$ cat config.mk
export PLATFORM = sky130hd
export DESIGN_NAME = flow_pulse_piecewise_volume
export DESIGN_NICKNAME = d
export VERILOG_FILES = /design/src/rtl/fpv_pkg.sv /design/src/rtl/fpv_window_volume.sv /design/src/rtl/fpv_accum.sv /design/src/rtl/flow_pulse_piecewise_volume.sv
export SDC_FILE = /design/constraint.sdc
export NUM_CORES = 1
export LEC_CHECK = 0
export BUFFER_PORTS_ARGS = -buffer_cell sky130_fd_sc_hd__buf_2
export CAP_MARGIN = 20
export CORE_MARGIN = 5
export CORE_UTILIZATION = 40
export CTS_BUF_LIST = sky130_fd_sc_hd__clkbuf_16
export DETAILED_ROUTE_END_ITERATION = 7
export SLEW_MARGIN = 40
export SYNTH_ARGS = -nofsm -noshare
export SYNTH_HDL_FRONTEND = slang
export SYNTH_HIERARCHICAL = 1
export SYNTH_SLANG_ARGS = --single-unit
$ cat constraint.sdc
create_clock -name clk -period 6.37 [get_ports clk]
set_input_delay 0.3185 -clock clk [delete_from_list [all_inputs] [get_ports clk]]
set_output_delay 0.3185 -clock clk [all_outputs]
set_load 0.02 [all_outputs]
$ cat src/rtl/fpv_pkg.sv
`timescale 1ns / 1ps
package fpv_pkg;

  localparam int COUNT_BITS_DEF   = 10;
  localparam int FRAC_BITS_DEF    = 16;
  localparam int SUM_INT_BITS_DEF = 22;

  // high segment scale 320.5 / 135.4 as a ratio of integers
  localparam int HI_START    = 136;
  localparam int HI_NUM      = 3205;
  localparam int HI_NUM_BITS = 12;
  localparam int HI_DEN      = 1354;
  localparam int HI_DEN_BITS = 11;

  // chunk width of the constant multiplier for the high segment
  localparam int PP_BITS = 24;

  localparam int MIN_EMIT_ML = 2;

  // low segments held as mL in Q.5, which also covers 16.6/3.2 at a count of three
  localparam int LO_Q_BITS     = 5;
  localparam int LO_ENTRY_BITS = 14;
  localparam int LO_DEPTH      = HI_START;
  localparam int LO_IDX_BITS   = 8;
  localparam int LO_COUNT      = 3;
  localparam int LO_COUNT_Q5   = 3 * 166;

  typedef logic [LO_ENTRY_BITS-1:0] lo_table_t [LO_DEPTH];

  typedef struct packed {
    logic valid;
    logic last;
  } vol_ctl_t;

  // map() with truncated breakpoints, evaluated at elaboration only
  function automatic lo_table_t build_lo_table();
    lo_table_t t;
    int ml;
    for (int i = 0; i < LO_DEPTH; i++) begin
      if (i >= 72) begin
        ml = (i - 71) * 145 / 64 + 175;
      end else if (i >= 41) begin
        ml = (i - 40) * 72 / 31 + 103;
      end else if (i >= 14) begin
        ml = (i - 14) * 59 / 26 + 44;
      end else if (i >= 4) begin
        ml = (i - 3) * 28 / 11 + 16;
      end else begin
        ml = 0;
      end
      if (i == LO_COUNT) begin
        t[i] = LO_ENTRY_BITS'(LO_COUNT_Q5);
      end else begin
        t[i] = LO_ENTRY_BITS'(ml << LO_Q_BITS);
      end
    end
    return t;
  endfunction

  localparam lo_table_t LO_TABLE = build_lo_table();

endpackage

$ cat src/rtl/fpv_window_volume.sv
`timescale 1ns / 1ps
module fpv_window_volume #(
  parameter int COUNT_BITS = fpv_pkg::COUNT_BITS_DEF,
  parameter int FRAC_BITS  = fpv_pkg::FRAC_BITS_DEF
) (
  input  logic                            clk,
  input  logic                            rst,
  input  logic                            in_valid,
  output logic                            in_ready,
  input  logic [COUNT_BITS-1:0]           pulse_count,
  input  logic                            window_last,
  output fpv_pkg::vol_ctl_t               out_ctl,
  output logic [COUNT_BITS+FRAC_BITS+1:0] volume,
  input  logic                            out_ready
);
  import fpv_pkg::*;

  localparam int VW     = COUNT_BITS + 2 + FRAC_BITS;
  localparam int N_BITS = COUNT_BITS + HI_NUM_BITS + FRAC_BITS;
  localparam int S      = N_BITS + HI_DEN_BITS;
  localparam int SHIFT  = S - FRAC_BITS;
  localparam int KW     = S + 2;
  localparam int NCH    = (KW + PP_BITS - 1) / PP_BITS;
  localparam int PPW    = COUNT_BITS + PP_BITS;
  localparam int TW     = COUNT_BITS + NCH * PP_BITS;

  // floor(x / 1354) == (x * RECIP) >> S for every x below 2^N_BITS
  localparam logic [127:0] RECIP = ((128'd1 << S) + 128'(HI_DEN) - 128'd1) / 128'(HI_DEN);
  localparam logic [127:0] KMUL  = RECIP * 128'(HI_NUM);
  localparam logic [NCH*PP_BITS-1:0] KPAD = KMUL[NCH*PP_BITS-1:0];
  localparam int LO_SHIFT = FRAC_BITS - LO_Q_BITS;

  logic                     s1_valid, s1_ready, s1_hi, s1_last;
  logic [PPW-1:0]           pp [NCH];
  logic [LO_ENTRY_BITS-1:0] s1_lo;
  logic                     s2_valid, s2_ready, s2_last;
  logic                     is_hi;
  logic [LO_IDX_BITS-1:0]   lo_idx;
  logic [TW-1:0]            acc;
  logic [VW-1:0]            volume_next;

  assign s2_ready = !s2_valid || out_ready;
  assign s1_ready = !s1_valid || s2_ready;
  assign in_ready = s1_ready;

  assign is_hi  = pulse_count >= COUNT_BITS'(HI_START);
  assign lo_idx = is_hi ? '0 : pulse_count[LO_IDX_BITS-1:0];

  always_comb begin
    acc = '0;
    for (int i = 0; i < NCH; i++) begin
      acc = acc + (TW'(pp[i]) << (i * PP_BITS));
    end
    if (s1_hi) begin
      volume_next = acc[SHIFT +: VW];
    end else begin
      volume_next = VW'(s1_lo) << LO_SHIFT;
    end
  end

  always_ff @(posedge clk) begin
    if (rst) begin
      s1_valid <= 1'b0;
      s2_valid <= 1'b0;
    end else begin
      if (s1_ready) s1_valid <= in_valid;
      if (s2_ready) s2_valid <= s1_valid;
    end
  end

  always_ff @(posedge clk) begin
    if (in_valid && s1_ready) begin
      for (int i = 0; i < NCH; i++) begin
        pp[i] <= PPW'(pulse_count) * PPW'(KPAD[i*PP_BITS +: PP_BITS]);
      end
      s1_lo   <= LO_TABLE[lo_idx];
      s1_hi   <= is_hi;
      s1_last <= window_last;
    end
    if (s1_valid && s2_ready) begin
      volume  <= volume_next;
      s2_last <= s1_last;
    end
  end

  assign out_ctl.valid = s2_valid;
  assign out_ctl.last  = s2_last;

endmodule

$ cat src/rtl/fpv_accum.sv
`timescale 1ns / 1ps
module fpv_accum #(
  parameter int COUNT_BITS   = fpv_pkg::COUNT_BITS_DEF,
  parameter int FRAC_BITS    = fpv_pkg::FRAC_BITS_DEF,
  parameter int SUM_INT_BITS = fpv_pkg::SUM_INT_BITS_DEF
) (
  input  logic                              clk,
  input  logic                              rst,
  input  fpv_pkg::vol_ctl_t                 in_ctl,
  input  logic [COUNT_BITS+FRAC_BITS+1:0]   in_volume,
  output logic                              in_ready,
  output logic                              out_valid,
  input  logic                              out_ready,
  output logic [SUM_INT_BITS+FRAC_BITS-1:0] volume_q16,
  output logic                              saturated
);
  import fpv_pkg::*;

  localparam int VW       = COUNT_BITS + 2 + FRAC_BITS;
  localparam int SUM_BITS = SUM_INT_BITS + FRAC_BITS;
  localparam int CMPW     = (VW > SUM_BITS) ? VW : SUM_BITS;
  localparam logic [SUM_BITS-1:0] SUM_MAX  = '1;
  localparam logic [SUM_BITS-1:0] EMIT_MIN = SUM_BITS'(MIN_EMIT_ML) << FRAC_BITS;

  logic [SUM_BITS-1:0] sum, sum_next, emit_value;
  logic                clipped, clipped_next;
  logic                take;
  logic [CMPW-1:0]     room, vin;

  // only a last item needs the result slot
  assign in_ready = !in_ctl.last || !out_valid || out_ready;
  assign take     = in_ctl.valid && in_ready;

  assign room = CMPW'(SUM_MAX - sum);
  assign vin  = CMPW'(in_volume);

  always_comb begin
    if (vin > room) begin
      sum_next     = SUM_MAX;
      clipped_next = 1'b1;
    end else begin
      sum_next     = sum + SUM_BITS'(vin);
      clipped_next = clipped;
    end
    emit_value = (sum_next < EMIT_MIN) ? '0 : sum_next;
  end

  always_ff @(posedge clk) begin
    if (rst) begin
      sum       <= '0;
      clipped   <= 1'b0;
      out_valid <= 1'b0;
    end else begin
      if (take && in_ctl.last) begin
        out_valid <= 1'b1;
      end else if (out_ready) begin
        out_valid <= 1'b0;
      end
      if (take) begin
        if (in_ctl.last) begin
          sum     <= '0;
          clipped <= 1'b0;
        end else begin
          sum     <= sum_next;
          clipped <= clipped_next;
        end
      end
    end
  end

  always_ff @(posedge clk) begin
    if (take && in_ctl.last) begin
      volume_q16 <= emit_value;
      saturated  <= clipped_next;
    end
  end

`ifndef NO_ASSERTIONS
  a_clear_after_last: assert property (@(posedge clk) disable iff (rst)
    take && in_ctl.last |=> sum == '0 && !clipped)
    else $error("sum not cleared after last item");

  a_clip_holds_max: assert property (@(posedge clk) disable iff (rst)
    clipped |-> sum == SUM_MAX)
    else $error("clipped flag set but sum below maximum");

  a_sat_result_max: assert property (@(posedge clk) disable iff (rst)
    out_valid && saturated |-> volume_q16 == SUM_MAX)
    else $error("saturated result not at maximum");

  a_no_overwrite: assert property (@(posedge clk) disable iff (rst)
    out_valid && !out_ready |=> out_valid)
    else $error("pending result dropped");
`endif

endmodule

$ cat src/rtl/flow_pulse_piecewise_volume.sv
`timescale 1ns / 1ps
// channel  | handshake             | payload
// input    | in_valid / in_ready   | pulse_count, window_last
// result   | out_valid / out_ready | volume_q16, saturated
//
// One item per cycle unless a last item waits on the result register; the last item
// passes a partial-product stage for the high-count scaling, a sum-and-select
// stage, then the saturating accumulator, whose result register offers the result.
// Reset clears the pipeline valids, the running sum and the clip flag.
// Items not marked last flow into the sum even while a result waits; a last item
// holds at the accumulator until the result register is free.
module flow_pulse_piecewise_volume #(
  parameter int COUNT_BITS   = fpv_pkg::COUNT_BITS_DEF,
  parameter int FRAC_BITS    = fpv_pkg::FRAC_BITS_DEF,
  parameter int SUM_INT_BITS = fpv_pkg::SUM_INT_BITS_DEF
) (
  input  logic                              clk,
  input  logic                              rst,
  input  logic                              in_valid,
  output logic                              in_ready,
  input  logic [COUNT_BITS-1:0]             pulse_count,
  input  logic                              window_last,
  output logic                              out_valid,
  input  logic                              out_ready,
  output logic [SUM_INT_BITS+FRAC_BITS-1:0] volume_q16,
  output logic                              saturated
);
  import fpv_pkg::*;

  vol_ctl_t                        win_ctl;
  logic [COUNT_BITS+FRAC_BITS+1:0] win_volume;
  logic                            acc_ready;

  fpv_window_volume #(
    .COUNT_BITS (COUNT_BITS),
    .FRAC_BITS  (FRAC_BITS)
  ) u_window (
    .clk         (clk),
    .rst         (rst),
    .in_valid    (in_valid),
    .in_ready    (in_ready),
    .pulse_count (pulse_count),
    .window_last (window_last),
    .out_ctl     (win_ctl),
    .volume      (win_volume),
    .out_ready   (acc_ready)
  );

  fpv_accum #(
    .COUNT_BITS   (COUNT_BITS),
    .FRAC_BITS    (FRAC_BITS),
    .SUM_INT_BITS (SUM_INT_BITS)
  ) u_accum (
    .clk        (clk),
    .rst        (rst),
    .in_ctl     (win_ctl),
    .in_volume  (win_volume),
    .in_ready   (acc_ready),
    .out_valid  (out_valid),
    .out_ready  (out_ready),
    .volume_q16 (volume_q16),
    .saturated  (saturated)
  );

endmodule
Yosys cells after proc, flatten, opt, wreduce, memory -nomap -nowiden

Memories as Yosys holds them, arrays and structs flattened. A register that Yosys moved wholly into a read port is not among the register bits.
Cells that the tools add are included.

Word-level logic and storage cells: 47
Memories kept: 2
Bits in writable memories: 99
ROM bits: 3584
Bits of input ports: 15
Register bits: 112
Output and inout port bits: 41

$add $sub $neg: 4
Order comparisons: 3
$mul: 2
Reductions and logical operators: 13
Multiplexer cells: 10
Bitwise gates (word level): 1

Memory list:

| name             | words | bits a word | read ports | clocked after Yosys merged registers in | write ports | RTL line                | RTL |
|---|---|---|---|---|---|---|---|
| (name not given) | 256   | 14          | 1          | 1                                       | 0           | fpv_window_volume.sv:76 | `s1_lo <= LO_TABLE[lo_idx];` |
| u_window.pp      | 3     | 33          | 3          | 0                                       | 3           | fpv_window_volume.sv:34 | `logic [PPW-1:0] pp [NCH];` |

Operator list:

| operator                 | count |
|---|---|
| $mux W38                 | 2 |
| $add A59 B61 Y61         | 1 |
| $add A34 B58 Y59         | 1 |
| $add A38 B28 Y38         | 1 |
| $gt A28 B38 Y1           | 1 |
| $lt A38 B18 Y1 const B   | 1 |
| $sub A38 B38 Y38 const A | 1 |
| $mul A10 B23 Y33 const B | 1 |
| $mul A10 B22 Y32 const B | 1 |
| $mux W25                 | 1 |
| $ge A10 B8 Y1 const B    | 1 |
| $not A8 Y9               | 1 |
| $mux W8                  | 1 |
| $mux W1                  | 6 |
| $logic_and A1 B1 Y1      | 4 |
| $logic_not A1 Y1         | 4 |
| $logic_or A1 B1 Y1       | 4 |
| $reduce_bool A2 Y1       | 1 |

Longest topological paths before layout

Depth after elaboration: 8
Mapped depth: 21

Cells and area by module

Netlist, hierarchy kept.

Modules (own cells, without submodules):

| module            | cells an instance | times used | seq. area each (um2) | area each (um2) |
|---|---|---|---|---|
| fpv_window_volume | 1272              | 1          | 2742.6               | 12509.5 |
| fpv_accum         | 613               | 1          | 1971.9               | 5213.8 |

Worst setup path before layout

No wires, ideal clock.

Path type: in2reg
Start point: in pulse_count[2]
End point: mem u_window/pp[0][62] (netlist bit), data pin
Stages on the path: 19
Path slack: 0.879 ns
Data required time: 6.111 ns
Buffers on the path: 2
Arrival: 5.232 ns
Library setup time: 0.259 ns
Cells stage by stage: buf_2 -> inv_1 -> clkbuf_1 -> ha_1 -> inv_1 -> fa_1 -> fa_1 -> fa_1 -> fa_1 -> ha_1 -> a21oi_1 -> nand2_1 -> nor4_2 -> o21ai_2 -> a21oi_1 -> a211oi_1 -> o41ai_1 -> nand2b_1 -> xor2_1

RTL lines:

| what            | RTL line                          | RTL |
|---|---|---|
| start, declared | flow_pulse_piecewise_volume.sv:21 | `input logic [COUNT_BITS-1:0] pulse_count,` |
| end, declared   | fpv_window_volume.sv:34           |  |

==> run metrics <==
max_slew headroom 49.0%; crit-path most repeated cell fa_1; Ys Warns 6; status finished clean; CTS Root Cell clkbuf_16; Critical Path Sink Type register; vias 13.8k; launch point of the worst path pulse_count[7]; Worst Max-Slew Pin Slew 0.765 ns; worst r2r src u_window/volume[26]$_SDFFCE_PN0P_; global-route wire length before repair 76800 um; max-cap violation count 0; total power 8.61 mW; antenna violations before repair 1; critical path, cell by cell buf_2 -> fa_1 -> inv_1 -> fa_1 -> inv_1 -> fa_1 -> inv_1 -> fa_1 -> fa_1 -> inv_1 -> ha_1 -> a211oi_1 -> o21ai_0 -> a21oi_1 -> a211oi_1 -> o41ai_1 -> a21oi_1 -> a21o_1 -> a21oi_1 -> xnor2_1; clk sinks 171; VDD IR max 0.413 mV; Vias per Instance 5.47; TritonCTS clock tree built; biggest area consumer among synthesized cells edfxtp_1; Post-CTS Setup Inserts 0; largest cells by area after synthesis edfxtp_1 (22%), fa_1 (16%), ha_1 (15%), inv_1 (5.2%), dfxtp_1 (4.7%); post-DP HPWL 38700 um; critical path class input port to register; Core Util, Final 43.8%; Total Routing Usage GR 20.2%; final non-filler cell total 2520; Placed Instances 2486; Total Routed Length 48300 um; WP data arrival 5.86 ns; area grow syn2layout 8.82%; Final Max Slew Viols 0; PwrDens 446 mW/mm^2; Clock Latency Late Sink 0.45 ns; f_max 177 MHz; DIE AREA 0.0486 sq mm; final hold viol count 0; Hold Worst Slack 0.0760 ns; unrepaired setup endpoints after global routing false; dominant synthesized flop cell edfxtp_1; clk slew on worst S/H paths 0.07 ns; final period utilization 88.8%; Buffers on Ports 55; Hold Startpoint window_last; Die X-Extent 220 um; Pre-antenna DRT Iters 5; Post-Syn Nets 2254; Core Area 0.0440 sq mm; Yosys cell types 92; slowest stage delay, CP 0.60 ns; sequential area share after synthesis 26.6%; Initial Util 40.3%; share of the synthesized area in the top cell type 21.9%; H-Tree Depth 4; Seq cells post-synth 171; fin nets 2283; DRC viols 0; die span in y 220 um; io pins 56; Syn Area/Cell 9.40 sq um; DRT antenna net count 0; GP Congestion 0.930; clk_skew 0.0163 ns; DR WL/cell 19.2 um; Post-Syn Area 0.0177 sq mm; DR iter-0 viols 1099; final-report setup violation count 0; largest net degree at the start of global routing 62; post_cts resized 0; crit start category input port; FFs w/ async S/R, synth 0%; vias in the first global route 13.8k; Leak Pwr 8.60 nW; Mapped Cells 1885; Worst path slowest cell fa_1; final setup TNS 0 ns; clock buffer depth 2; Num CTS Buffers 17; min Tclk post-route 5.66 ns; CTS Hold Bufs 0; grt total ovfl 0; Critical Path RT 6.57 ns; worst min-delay path class input port to register; layout cells sized above 1 8.93%; worst-path maximum fanout 6; Post-synth EDFFs 129; Row Count 77
==> placed cells by master, fill, tap and decap left out, drive strengths merged, types with 8 or more instances in the layout <==
cell	instances
and3	9
o21ai	97
o21a	17
edfxtp	129
nand2b	16
nand3	34
inv	254
xor2	44
nor3	23
a22oi	24
mux2	8
xnor2	41
a31oi	17
nor4	9
o211ai	14
a21oi	169
nand4	25
or2	9
and2	22
clkbuf	17
nand2	143
fa	142
dfxtp	42
a211oi	18
buf	85
mux2i	8
or3	10
ha	212
nor2	126
nor2b	16
a21o	37
==> final timing paths <==
check / endpoint / depth (start not counted) / slack, ns
setup / recovery: u_window/pp[0][63]$_DFFE_PP_ / 20 / 0.71
hold / removal: u_window/s1_last$_DFFE_PP_ / 1 / 0.08
setup reg to reg: u_accum/volume_q16[11]$_SDFFCE_PN0P_ / 11 / 1.87
hold reg to reg: u_window/s2_last$_DFFE_PP_ / 0 / 0.43
==> final cells by class <==
cell class,count,area (sq um)
well taps,592,741
clock buffers,17,425
flip-flops and latches,171,4710
clock inverters,15,186
diodes,1,2.50
multi-input cells,1389,11700
fillers,4279,24700
inverters,250,938
repair buffers,85,542
==> kinds of logic after synthesis <==
| group | after synthesis | share of synthesized area (%) |
|---|---|---|
| compound gates | 467 | 16.8 |
| xor+xnor | 85 | 4.20 |
| fa+ha+maj | 354 | 31.0 |
| buf+inv | 325 | 7.40 |
| flops | 171 | 26.6 |
| mux | 17 | 1.09 |
| simple gates | 466 | 12.9 |
==> worst max-delay path: cells and delay by family <==
family          cells  cell delay (ns)
fa+ha+maj           6             3.03
compound gates      8             1.96
buf+inv             5             0.45
xor+xnor            1             0.09
==> sequential cells by signal (all words and copies together), names as in the netlist <==
register            count
u_accum/saturated       1
u_window/s1_valid       1
u_window/s1_lo         10
u_window/s2_last        1
u_window/s2_valid       1
u_window/volume        28
u_window/s1_hi          1
u_accum/clipped         1
u_window/pp            49
u_accum/out_valid       1
u_accum/sum            38
u_window/s1_last        1
u_accum/volume_q16     38
==> per-layer routing <==
metal	wire (um)	up-vias	part of all wire, %	track usage [%]
met1	20800	6639	43	26.3
li1	-	6643	-	-
met2	23400	432	48	34.3
met3	2750	76	5.7	3.63
met4	1330	0	2.7	6.08
met5	0	-	0	0
==> cells in the mapped netlist, types with 10 or more instances <==
| master | count |
|---|---|
| a211oi_1 | 17 |
| a21o_1 | 37 |
| a21oi_1 | 163 |
| a22oi_1 | 24 |
| a31oi_1 | 16 |
| and2_1 | 21 |
| buf_2 | 21 |
| clkbuf_1 | 40 |
| dfxtp_1 | 42 |
| edfxtp_1 | 129 |
| fa_1 | 142 |
| ha_1 | 212 |
| inv_1 | 246 |
| nand2_1 | 141 |
| nand2b_1 | 16 |
| nand3_1 | 34 |
| nand4_1 | 24 |
| nor2_1 | 126 |
| nor2b_1 | 16 |
| nor3_1 | 23 |
| o211ai_1 | 12 |
| o21a_1 | 17 |
| o21ai_0 | 88 |
| or3_1 | 10 |
| xnor2_1 | 41 |
| xor2_1 | 44 |
==> report_power, final <==
part	internal [mW]	switching, mW	total, mW	leakage [nW]
combinational	2.43	3.37	5.80	6.73
clock	0.594	0.489	1.08	0.295
sequential	1.61	0.111	1.72	1.58
==> stage by stage <==
stage / setup slack (ns) / area, sq um
floorplan: 0.879 / 17700
global placement: 0.440 / 18600
detailed placement: 0.310 / 18600
CTS: 0.814 / 19300
global route: 0.421 / 19300
finish: 0.712 / 19300
(Power assumes the default switching activity.)
